**src/hdl/mbeq_pkg.sv**
```systemverilog
`timescale 1ns / 1ps
// ---------------------------------------------------------------------------
// mbeq_pkg
// Types, constants and helpers for the button event qualifier.
// ---------------------------------------------------------------------------
package mbeq_pkg;
    localparam int NUM_BUTTONS = 3;
    localparam int MAX_EVENTS  = 8;
    localparam int BTN_W       = 2;
    localparam int CNT_W       = $clog2(MAX_EVENTS + 1);
    localparam int QDEPTH      = 2;
    localparam int OQ_DEPTH    = 4;

    typedef enum logic [1:0] {
        CMD_SAMPLE = 2'd0,
        CMD_INJECT = 2'd1,
        CMD_COMBO_CLR = 2'd2,
        CMD_NOP = 2'd3
    } cmd_t;

    typedef enum logic [2:0] {
        KIND_NONE    = 3'd0,
        KIND_PRESS   = 3'd1,
        KIND_RELEASE = 3'd2,
        KIND_LONG    = 3'd3,
        KIND_REPEAT  = 3'd4
    } kind_t;

    typedef enum logic [2:0] {
        REG_ACTIVE_LOW = 3'd0,
        REG_DEBOUNCE   = 3'd1,
        REG_CANDIDATE  = 3'd2,
        REG_LONG       = 3'd3,
        REG_REP_DELAY  = 3'd4,
        REG_REP_INTVL  = 3'd5,
        REG_COMBO_HOLD = 3'd6,
        REG_UNUSED     = 3'd7
    } reg_idx_t;

    typedef struct packed {
        logic        active_low;
        logic [15:0] debounce_ms;
        logic [15:0] candidate_ms;
        logic [15:0] long_press_ms;
        logic [15:0] repeat_delay_ms;
        logic [15:0] repeat_interval_ms;
        logic [15:0] combo_hold_ms;
    } cfg_t;

    // Classified request handed from the front to the back part.
    typedef struct packed {
        cmd_t        cmd;
        logic [31:0] now;
        logic [2:0]  raw;
        logic        inj_ok;
        logic [1:0]  inj_button;
        logic [2:0]  inj_type;
        logic [15:0] inj_duration;
    } req_t;

    typedef struct packed {
        logic [1:0]  button;
        logic [2:0]  kind;
        logic [31:0] time_ms;
        logic [15:0] duration;
        logic        last;
        logic [2:0]  mask;
        logic        combo_active;
        logic        combo_done;
        logic [31:0] combo_held;
    } evt_t;

    typedef enum logic [2:0] {
        ST_IDLE,
        ST_DEBOUNCE,
        ST_COMBO,
        ST_CAND,
        ST_BUTTON,
        ST_FLUSH
    } state_t;
endpackage

```
**src/hdl/multi_button_event_qualifier_core.sv**
```systemverilog
`timescale 1ns / 1ps
// ---------------------------------------------------------------------------
// multi_button_event_qualifier_core
// Debounces buttons and emits press, release, long press and repeat events.
// ---------------------------------------------------------------------------
// A sample request passes through the back-end states in order: it is taken
// in idle, then debounce, combo tracking and the suppression check, then one
// button step per button, then one flush step per result written into the
// output queue (at least one, at most eight). When events are suppressed the
// button pass ends after its first step. Inject, combo-clear and unused
// requests go from idle straight to the flush. A full output queue stretches
// the result writes. A new request is taken only once the last one has been
// flushed. Requests are buffered in a two-entry queue and results in a
// four-entry queue.
module multi_button_event_qualifier_core (
    input  logic        clk,
    input  logic        rst_n,
    input  logic        cfg_we,
    input  logic [2:0]  cfg_index,
    input  logic [15:0] cfg_data,
    input  logic        push,
    output logic        full,
    input  logic [1:0]  command,
    input  logic [31:0] now_ms,
    input  logic [2:0]  raw_levels,
    input  logic [1:0]  inject_button,
    input  logic [2:0]  inject_type,
    input  logic [15:0] inject_duration,
    output logic        empty,
    input  logic        pop,
    output logic [1:0]  event_button,
    output logic [2:0]  event_kind,
    output logic [31:0] event_time,
    output logic [15:0] event_duration,
    output logic        last,
    output logic [2:0]  pressed_mask,
    output logic        combo_active,
    output logic        combo_done,
    output logic [31:0] combo_held_ms
);
    import mbeq_pkg::*;

    cfg_t cfg_reg;
    logic req_valid, req_take;
    req_t req;
    evt_t evt;

    always_ff @(posedge clk or negedge rst_n)
    begin
        if (!rst_n)
        begin
            cfg_reg.active_low <= 1'b1;
            cfg_reg.debounce_ms <= 16'd20;
            cfg_reg.candidate_ms <= 16'd50;
            cfg_reg.long_press_ms <= 16'd800;
            cfg_reg.repeat_delay_ms <= 16'd300;
            cfg_reg.repeat_interval_ms <= 16'd150;
            cfg_reg.combo_hold_ms <= 16'd5000;
        end
        else if (cfg_we)
        begin
            unique case (reg_idx_t'(cfg_index))
                REG_ACTIVE_LOW: cfg_reg.active_low <= cfg_data[0];
                REG_DEBOUNCE:   cfg_reg.debounce_ms <= cfg_data;
                REG_CANDIDATE:  cfg_reg.candidate_ms <= cfg_data;
                REG_LONG:       cfg_reg.long_press_ms <= cfg_data;
                REG_REP_DELAY:  cfg_reg.repeat_delay_ms <= cfg_data;
                REG_REP_INTVL:  cfg_reg.repeat_interval_ms <= cfg_data;
                REG_COMBO_HOLD: cfg_reg.combo_hold_ms <= cfg_data;
                REG_UNUSED:     ;
                default:        ;
            endcase
        end
    end

    mbeq_front u_front (
        .clk, .rst_n, .push, .full, .command, .now_ms, .raw_levels,
        .inject_button, .inject_type, .inject_duration,
        .req_valid, .req, .req_take
    );

    mbeq_back u_back (
        .clk, .rst_n, .cfg(cfg_reg), .req_valid, .req, .req_take,
        .empty, .pop, .evt
    );

    assign event_button = evt.button;
    assign event_kind = evt.kind;
    assign event_time = evt.time_ms;
    assign event_duration = evt.duration;
    assign last = evt.last;
    assign pressed_mask = evt.mask;
    assign combo_active = evt.combo_active;
    assign combo_done = evt.combo_done;
    assign combo_held_ms = evt.combo_held;
endmodule

```
**src/hdl/mbeq_front.sv**
```systemverilog
`timescale 1ns / 1ps
// ---------------------------------------------------------------------------
// mbeq_front
// Accepts requests, validates injections and queues them for the back part.
// ---------------------------------------------------------------------------
module mbeq_front (
    input  logic                clk,
    input  logic                rst_n,
    input  logic                push,
    output logic                full,
    input  logic [1:0]          command,
    input  logic [31:0]         now_ms,
    input  logic [2:0]          raw_levels,
    input  logic [1:0]          inject_button,
    input  logic [2:0]          inject_type,
    input  logic [15:0]         inject_duration,
    output logic                req_valid,
    output mbeq_pkg::req_t      req,
    input  logic                req_take
);
    import mbeq_pkg::*;

    req_t q_reg [QDEPTH];
    logic [0:0] wp_reg, rp_reg;
    logic [1:0] cnt_reg;
    req_t in_req;
    logic do_push, do_pop;

    always_comb
    begin
        in_req.cmd = cmd_t'(command);
        in_req.now = now_ms;
        in_req.raw = raw_levels;
        in_req.inj_ok = (inject_button < 2'(NUM_BUTTONS)) &&
                        (inject_type >= KIND_PRESS) && (inject_type <= KIND_REPEAT);
        in_req.inj_button = inject_button;
        in_req.inj_type = inject_type;
        in_req.inj_duration = inject_duration;
    end

    assign full = (cnt_reg == 2'(QDEPTH));
    assign req_valid = (cnt_reg != 2'd0);
    assign req = q_reg[rp_reg];
    assign do_push = push && !full;
    assign do_pop = req_take && req_valid;

    always_ff @(posedge clk)
    begin
        if (do_push)
        begin
            q_reg[wp_reg] <= in_req;
        end
    end

    always_ff @(posedge clk or negedge rst_n)
    begin
        if (!rst_n)
        begin
            wp_reg <= '0;
            rp_reg <= '0;
            cnt_reg <= '0;
        end
        else
        begin
            if (do_push) wp_reg <= wp_reg + 1'b1;
            if (do_pop) rp_reg <= rp_reg + 1'b1;
            cnt_reg <= cnt_reg + {1'b0, do_push} - {1'b0, do_pop};
        end
    end
endmodule

```
**src/hdl/mbeq_back.sv**
```systemverilog
`timescale 1ns / 1ps
// ---------------------------------------------------------------------------
// mbeq_back
// Runs debounce, combo tracking and per-button event generation, one button
// a cycle, and queues the resulting events.
// ---------------------------------------------------------------------------
module mbeq_back (
    input  logic           clk,
    input  logic           rst_n,
    input  mbeq_pkg::cfg_t cfg,
    input  logic           req_valid,
    input  mbeq_pkg::req_t req,
    output logic           req_take,
    output logic           empty,
    input  logic           pop,
    output mbeq_pkg::evt_t evt
);
    import mbeq_pkg::*;

    logic [NUM_BUTTONS-1:0] stable_reg, prev_reg, long_reg, rbeg_reg, sent_reg;
    logic [31:0] change_reg [NUM_BUTTONS];
    logic [31:0] pstart_reg [NUM_BUTTONS];
    logic [31:0] rtime_reg  [NUM_BUTTONS];
    logic        call_reg, cfired_reg;
    logic [31:0] cstart_reg;

    state_t state_reg, state_next;
    logic [BTN_W-1:0] bi_reg;
    req_t  cur_reg;
    logic  supp_reg, incand_reg;
    // Event list of the current request.
    evt_t  ev_reg [MAX_EVENTS];
    logic [CNT_W-1:0] ecnt_reg, fi_reg;

    // Output queue.
    evt_t  oq_reg [OQ_DEPTH];
    logic [1:0] owp_reg, orp_reg;
    logic [2:0] ocnt_reg;
    logic  oq_full, oq_push, oq_pop;

    logic [31:0] now;
    assign now = cur_reg.now;

    assign req_take = (state_reg == ST_IDLE) && req_valid;

    always_comb
    begin
        state_next = state_reg;
        unique case (state_reg)
            ST_IDLE:
                if (req_valid) state_next = (req.cmd == CMD_SAMPLE) ? ST_DEBOUNCE : ST_FLUSH;
            ST_DEBOUNCE: state_next = ST_COMBO;
            ST_COMBO:    state_next = ST_CAND;
            ST_CAND:     state_next = ST_BUTTON;
            ST_BUTTON:
                if (supp_reg || bi_reg == BTN_W'(NUM_BUTTONS - 1)) state_next = ST_FLUSH;
            ST_FLUSH:
                if (!oq_full && (fi_reg + 1'b1 >= ecnt_reg || ecnt_reg == '0))
                    state_next = ST_IDLE;
            default: state_next = ST_IDLE;
        endcase
    end

    // Per-button debounce inputs.
    logic [NUM_BUTTONS-1:0] down;
    always_comb
    begin
        for (int i = 0; i < NUM_BUTTONS; i++)
        begin
            down[i] = (i < 3) ? (cur_reg.raw[i] ^ cfg.active_low) : cfg.active_low;
        end
    end

    // Candidate search, done on registered state.
    logic [31:0] earliest;
    logic [3:0]  ndown;
    always_comb
    begin
        earliest = now;
        ndown = '0;
        for (int i = 0; i < NUM_BUTTONS; i++)
        begin
            if (stable_reg[i])
            begin
                ndown = ndown + 4'd1;
                if (pstart_reg[i] < earliest) earliest = pstart_reg[i];
            end
        end
    end

    // Button step.
    logic [31:0] held, since_press, since_rep;
    logic        st, pv, ps, lf, rb;
    logic        e_press, e_rel, e_long, e_rep, n_sent, n_long, n_rbeg, n_prev;
    logic        set_start, set_rtime;
    logic [16:0] lr_sum;
    always_comb
    begin
        st = stable_reg[bi_reg];
        pv = prev_reg[bi_reg];
        ps = sent_reg[bi_reg];
        lf = long_reg[bi_reg];
        rb = rbeg_reg[bi_reg];
        held = now - pstart_reg[bi_reg];
        since_press = held;
        since_rep = now - rtime_reg[bi_reg];
        lr_sum = {1'b0, cfg.long_press_ms} + {1'b0, cfg.repeat_delay_ms};
        e_press = 1'b0; e_rel = 1'b0; e_long = 1'b0; e_rep = 1'b0;
        n_sent = ps; n_long = lf; n_rbeg = rb; n_prev = pv;
        set_start = 1'b0; set_rtime = 1'b0;
        priority if (st && !pv)
        begin
            set_start = 1'b1; n_long = 1'b0; n_rbeg = 1'b0; n_sent = 1'b0; n_prev = 1'b1;
        end
        else if (!st && pv)
        begin
            e_press = !ps; n_sent = 1'b1; e_rel = 1'b1; n_prev = 1'b0;
        end
        else if (st)
        begin
            if (!ps && !incand_reg && since_press >= {16'd0, cfg.candidate_ms})
            begin
                e_press = 1'b1; n_sent = 1'b1;
            end
            if (n_sent && !lf && held >= {16'd0, cfg.long_press_ms})
            begin
                n_long = 1'b1; e_long = 1'b1;
            end
            if (n_long)
            begin
                if (!rb)
                begin
                    if (held >= {15'd0, lr_sum})
                    begin
                        n_rbeg = 1'b1; set_rtime = 1'b1; e_rep = 1'b1;
                    end
                end
                else if (since_rep >= {16'd0, cfg.repeat_interval_ms})
                begin
                    set_rtime = 1'b1; e_rep = 1'b1;
                end
            end
        end
        else
        begin
            n_prev = pv;
        end
    end

    // Slots for events generated this cycle, in order.
    evt_t ev_new [4];
    logic [3:0] ev_en;
    always_comb
    begin
        for (int k = 0; k < 4; k++)
        begin
            ev_new[k] = '0;
            ev_new[k].button = bi_reg;
        end
        ev_en = {e_rep, e_long, e_rel, e_press};
        ev_new[0].kind = KIND_PRESS;   ev_new[0].time_ms = pstart_reg[bi_reg];
        ev_new[1].kind = KIND_RELEASE; ev_new[1].time_ms = now;
        ev_new[1].duration = held[15:0];
        ev_new[2].kind = KIND_LONG;    ev_new[2].time_ms = now;
        ev_new[2].duration = held[15:0];
        ev_new[3].kind = KIND_REPEAT;  ev_new[3].time_ms = now;
        ev_new[3].duration = held[15:0];
    end

    // Positions in the event list for this cycle's events; the rest are dropped.
    logic [CNT_W-1:0] c;
    logic [CNT_W-1:0] slot [4];
    logic [3:0]       slot_en;
    logic [CNT_W-1:0] ecnt_next;
    always_comb
    begin
        c = ecnt_reg;
        for (int k = 0; k < 4; k++)
        begin
            slot[k] = c;
            slot_en[k] = ev_en[k] && (c < CNT_W'(MAX_EVENTS));
            if (slot_en[k]) c = c + 1'b1;
        end
        ecnt_next = c;
    end

    // Outgoing record with status filled in.
    evt_t out_ev;
    always_comb
    begin
        if (ecnt_reg == '0)
            out_ev = '0;
        else
            out_ev = ev_reg[fi_reg[CNT_W-1:0] < CNT_W'(MAX_EVENTS) ?
                            fi_reg[$clog2(MAX_EVENTS)-1:0] : '0];
        out_ev.last = (ecnt_reg == '0) || (fi_reg + 1'b1 >= ecnt_reg);
        out_ev.mask = stable_reg;
        out_ev.combo_active = call_reg;
        out_ev.combo_done = cfired_reg;
        out_ev.combo_held = call_reg ? (now - cstart_reg) : 32'd0;
    end

    // Candidate evaluated on the state as the next button step will see it.
    logic [31:0] earliest_next;
    logic [3:0]  ndown_next;
    always_comb
    begin
        earliest_next = earliest;
        ndown_next = ndown;
        if (state_reg == ST_BUTTON && set_start)
        begin
            earliest_next = now;
            ndown_next = ndown;
            for (int i = 0; i < NUM_BUTTONS; i++)
                if (stable_reg[i] && BTN_W'(i) != bi_reg && pstart_reg[i] < earliest_next)
                    earliest_next = pstart_reg[i];
        end
    end

    assign oq_full = (ocnt_reg == 3'(OQ_DEPTH));
    assign oq_push = (state_reg == ST_FLUSH) && !oq_full;
    assign oq_pop = pop && !empty;
    assign empty = (ocnt_reg == 3'd0);
    assign evt = oq_reg[orp_reg];

    always_ff @(posedge clk)
    begin
        if (oq_push) oq_reg[owp_reg] <= out_ev;
        if (req_take) cur_reg <= req;
    end

    always_ff @(posedge clk or negedge rst_n)
    begin
        if (!rst_n)
        begin
            state_reg <= ST_IDLE;
            stable_reg <= '0; prev_reg <= '0; long_reg <= '0; rbeg_reg <= '0; sent_reg <= '0;
            for (int i = 0; i < NUM_BUTTONS; i++)
            begin
                change_reg[i] <= '0; pstart_reg[i] <= '0; rtime_reg[i] <= '0;
            end
            call_reg <= 1'b0; cfired_reg <= 1'b0; cstart_reg <= '0;
            bi_reg <= '0; supp_reg <= 1'b0; incand_reg <= 1'b0;
            ecnt_reg <= '0; fi_reg <= '0;
            owp_reg <= '0; orp_reg <= '0; ocnt_reg <= '0;
            for (int k = 0; k < MAX_EVENTS; k++) ev_reg[k] <= '0;
        end
        else
        begin
            state_reg <= state_next;
            if (oq_push) owp_reg <= owp_reg + 2'd1;
            if (oq_pop) orp_reg <= orp_reg + 2'd1;
            ocnt_reg <= ocnt_reg + {2'b0, oq_push} - {2'b0, oq_pop};
            unique case (state_reg)
                ST_IDLE:
                begin
                    ecnt_reg <= '0; fi_reg <= '0; bi_reg <= '0;
                    if (req_valid && req.cmd == CMD_INJECT && req.inj_ok)
                    begin
                        ev_reg[0].button <= req.inj_button;
                        ev_reg[0].kind <= req.inj_type;
                        ev_reg[0].time_ms <= req.now;
                        ev_reg[0].duration <= req.inj_duration;
                        ecnt_reg <= CNT_W'(1);
                    end
                    if (req_valid && req.cmd == CMD_COMBO_CLR)
                    begin
                        call_reg <= 1'b0; cstart_reg <= '0; cfired_reg <= 1'b0;
                    end
                end
                ST_DEBOUNCE:
                begin
                    for (int i = 0; i < NUM_BUTTONS; i++)
                    begin
                        if (down[i] != stable_reg[i])
                        begin
                            if (now - change_reg[i] >= {16'd0, cfg.debounce_ms})
                            begin
                                prev_reg[i] <= stable_reg[i];
                                stable_reg[i] <= down[i];
                                change_reg[i] <= now;
                            end
                        end
                        else
                        begin
                            change_reg[i] <= now;
                        end
                    end
                end
                ST_COMBO:
                begin
                    if (&stable_reg)
                    begin
                        if (!call_reg)
                        begin
                            call_reg <= 1'b1; cstart_reg <= now; cfired_reg <= 1'b0;
                        end
                        else if (!cfired_reg && (now - cstart_reg >= {16'd0, cfg.combo_hold_ms}))
                            cfired_reg <= 1'b1;
                    end
                    else if (call_reg)
                    begin
                        call_reg <= 1'b0;
                        if (!cfired_reg) cstart_reg <= '0;
                    end
                end
                ST_CAND:
                begin
                    supp_reg <= cfired_reg ||
                        (call_reg && (now - cstart_reg > {16'd0, cfg.candidate_ms}));
                end
                ST_BUTTON:
                begin
                    if (!supp_reg)
                    begin
                        prev_reg[bi_reg] <= n_prev;
                        sent_reg[bi_reg] <= n_sent;
                        long_reg[bi_reg] <= n_long;
                        rbeg_reg[bi_reg] <= n_rbeg;
                        if (set_start) pstart_reg[bi_reg] <= now;
                        if (set_rtime) rtime_reg[bi_reg] <= now;
                        for (int k = 0; k < 4; k++)
                        begin
                            if (slot_en[k])
                                ev_reg[slot[k][$clog2(MAX_EVENTS)-1:0]] <= ev_new[k];
                        end
                        ecnt_reg <= ecnt_next;
                        bi_reg <= bi_reg + 1'b1;
                    end
                end
                ST_FLUSH:
                begin
                    if (oq_push) fi_reg <= fi_reg + 1'b1;
                end
                default: ;
            endcase
            // Refresh the candidate flag before each button step.
            if (state_next == ST_BUTTON)
                incand_reg <= (ndown_next >= 4'd2) && (now - earliest_next < {16'd0, cfg.candidate_ms});
        end
    end
endmodule

```
**config.mk**
```make
export PLATFORM = sky130hd
export DESIGN_NAME = multi_button_event_qualifier_core
export DESIGN_NICKNAME = d
export VERILOG_FILES = /design/src/hdl/mbeq_pkg.sv /design/src/hdl/multi_button_event_qualifier_core.sv /design/src/hdl/mbeq_front.sv /design/src/hdl/mbeq_back.sv
export SDC_FILE = /design/constraint.sdc
export NUM_CORES = 2
export LEC_CHECK = 0
export CORE_ASPECT_RATIO = 0.9
export CORE_MARGIN = 5
export CORE_UTILIZATION = 40
export CTS_CLUSTER_DIAMETER = 80
export DETAILED_ROUTE_END_ITERATION = 6
export DONT_BUFFER_PORTS = 1
export GPL_ROUTABILITY_DRIVEN = 1
export SYNTH_ARGS = -nofsm -noshare
export SYNTH_HDL_FRONTEND = slang
export SYNTH_SLANG_ARGS = --single-unit
```
**constraint.sdc**
```tcl
create_clock -name clk -period 13.3 [get_ports clk]
set_input_delay 2.66 -clock clk [delete_from_list [all_inputs] [get_ports clk]]
set_output_delay 2.66 -clock clk [all_outputs]
set_load 0.02 [all_outputs]
```
==> flow_summary.yaml <==
synth:
  synth_area_leaders: "dfrtp_1, edfxtp_1, ha_1"
  avgSynthCellArea_um2: 10.41
  synth_edf_count: 517
  synthArstFlopShare: 0.6310
  synthesis.nets: 8570
  synth_area_um2: 82390
  synthSimpleGateAreaFrac: 0.1210
  ys.flop_type: "dfrtp_1"
  synth_mux_area_frac: 0.1019
  synth_xor_area_frac: 0.01856
  syn_inst: 7912
  synth_seq_cells: 1401
  synth_top_area_share: 0.2618
  synth_compound_area_frac: 0.1709
  synth_fa_ha_area_frac: 0.08878
  synth_top_family_by_area: "compound AO/OA/AOI/OAI gates"
  synth_cell_types: 113
  netlist.top_cell.by_area: "dfrtp_1"
  ys_seq_area_frac: 0.4573
  yosys_warnings: 0
clocking:
  clockBufferDepth: 3
  path_clk_slew_ps: 60
  clk_latency_ps: 860
  htree_levels: 4
  cts_tree: "done"
  ctsHoldBuffers: 0
  cts_sinks: 1401
  root_buffer: "clkbuf_16"
  numCtsBuffers: 158
critical_path:
  critPathSlowestCell: "a211oi_1"
  start_kind: "flop"
  critPathBufInv: 6
  cp-startpoint: "u_back.pstart_reg[87]$_DFFE_PN0P_"
  worst-r2r-setup-slack_ps: 590
  cp-end-kind: "flop"
  path_depth: 57
  slowest_delay_ps: 600
  rr_worst_depth: 57
  cp.required_ps: 14020
  worstSetupPathType: "flop to flop"
  worstReg2RegEnd: "u_back.incand_reg$_DFFE_PN0N_"
  reg2reg_from: "u_back.pstart_reg[87]$_DFFE_PN0P_"
  cp_common_cell: "nor2_1"
  cp.arrival_ps: 13440
  crit_fanout: 32
  critical_path.top_delay_family: "compound AO/OA/AOI/OAI gates"
  endpoint: "u_back.incand_reg$_DFFE_PN0N_"
global_routing:
  grt_pass1_wl_mm: 431.7
  gr-total-overflow: 0
  grt_pass1_vias: 63190
  grt_usage: 0.2675
  antenna_found_initial: 14
  grt_max_degree: 159
hold_path:
  hold_class: "flop to flop"
  hold_depth: 2
sta:
  finalMaxSlewViolations: 0
  fmax_ghz: 0.07866
  rsz0062_at_grt: "no"
  setup_viol: 0
  period_minus_slack_ps: 12710
  timing.setup.tns_ps: 0
  tightest_slew_ps: 1395
  fin_crit_sh: 0.9558
  holdWs_ps: 478.8
  fin_worst_skew_ps: 85.65
  fin_ws_ps: 587.8
  slew_headroom: 0.06420
  hold_viol_final: 0
routing:
  postRouteAntennaNets: 0
  wl_mm: 295.5
  first_pass_iters: 6
  wl_per_cell_um: 27.51
  drt-initial-drc-count: 6854
  routed_via_density: 6.120
  drc: 0
  num_vias: 65740
job:
  maxCapViolations: 0
placed_design:
  hpwl_mm: 205.3
  gp_congestion: 0.9808
  preCtsSetupSlack_ps: 13.61
  port_buffers: 0
final_layout:
  syn_to_final_growth_pct: 11.97
  utilization: 0.4491
  fin_nets: 8535
  largest_reg_flops: 424
  drive_above_1_share: 0.1318
floorplanning:
  ios: 175
  die_height_um: 440.5
  core_area_um2: 205400
  initial_utilization: 0.4011
  num_rows: 158
  dieArea_um2: 215200
  die_x_um: 488.4
status:
  status: "completed"
[worst min-delay path by stage]
stage	slack [ps]	from	endpoint
floorplan	440	u_back.cstart_reg[0]$_DFFE_PN0P_	u_back.cstart_reg[0]$_DFFE_PN0P_
global placement	460	u_back.ev_reg[311]$_DFFE_PN0P_	u_back.ev_reg[311]$_DFFE_PN0P_
detailed placement	470	u_back.ev_reg[543]$_DFFE_PN0P_	u_back.ev_reg[543]$_DFFE_PN0P_
CTS	480	u_back.rtime_reg[95]$_DFFE_PN0P_	u_back.rtime_reg[95]$_DFFE_PN0P_
global route	500	u_back.rtime_reg[85]$_DFFE_PN0P_	u_back.rtime_reg[85]$_DFFE_PN0P_
finish	480	u_back.rtime_reg[3]$_DFFE_PN0P_	u_back.rtime_reg[3]$_DFFE_PN0P_
[layer usage]
| metal | up-vias | share of wire | global-route usage | routed length [µm] |
|---|---|---|---|---|
| met2 | 3043 | 0.42 | 0.3929 | 125500 |
| met4 | 2 | 0.043 | 0.1048 | 12850 |
| met1 | 32810 | 0.44 | 0.3749 | 129200 |
| li1 | 29290 | - | - | - |
| met5 | - | 0.000034 | 0 | 10 |
| met3 | 599 | 0.094 | 0.07374 | 27920 |
[synth_stat cells (all sizes together), types with 22 or more instances]
cell,n
a211oi,28
nand2b,83
and3,31
inv,400
nand4,85
buf,93
or3,29
a21o,177
o22ai,109
mux2i,237
nand3,219
nand2,545
ha,567
mux2,247
xor2,52
mux4,144
xnor2,114
a221o,165
o211ai,112
a21oi,559
a2bb2oi,35
o21ai,415
and2,50
clkinv,32
dfrtp,862
a31oi,46
edfxtp,517
o21a,43
nor2,818
a22o,121
o221ai,67
clkbuf,365
nor3,101
nor2b,72
and4,37
o21bai,25
dfstp,22
[worst min-delay path, cell delays in order, from the launching register on]
cell and delay [ps]:
dfrtp_1 340, nand2_1 50, o21ai_0 60
[layout by cell type, fill, tap and decap left out, types with 121 or more instances in the layout]
cell type / instances
clkbuf_16: 161
mux2i_1: 237
dfrtp_1: 854
mux2_2: 243
a221o_1: 165
a21oi_1: 548
edfxtp_1: 517
nand3_1: 216
o21ai_0: 391
inv_1: 396
a22o_1: 121
nor2_1: 807
mux4_2: 144
a21o_1: 176
ha_1: 567
nand2_1: 542
buf_4: 251
[cell type report]
type	count	area (µm²)
antenna	9	22.52
timing repair buffer	263	2115
inverter	432	1624
tap	2720	3403
sequential	1401	37700
clock inverter	87	1276
fill	18990	113200
clock buffer	210	4443
multi-input combinational	5621	41670
[kinds of logic (layout without fill, tap and decap cells)]
kind of cell,after synthesis,after routing
adders and majority gates,580,580
buffers and inverters,890,992
muxes,628,628
DFF,1401,1401
and+or+nand+nor,2159,2159
AOI/OAI and AO/OA,2085,2085
other,0,9
xor gates and xnor gates,169,169
[timing repair]
action	in CTS	in global routing
pin swaps	1	8
endpoints found under the setup margin	1	1
resized for setup	0	22
buffers inserted	3	7
[through the flow]
step	instances	instance area [µm²]
3_3_place_gp	10430	86330
5_1_grt	10740	92230
2_1_floorplan	7912	82390
4_1_cts	10730	92070
6_report	10740	92250
3_5_place_dp	10430	86330
Power is left out: the tool's default activity adds up to more than one toggle a clock period on the data nets, which glitch-free logic cannot reach.
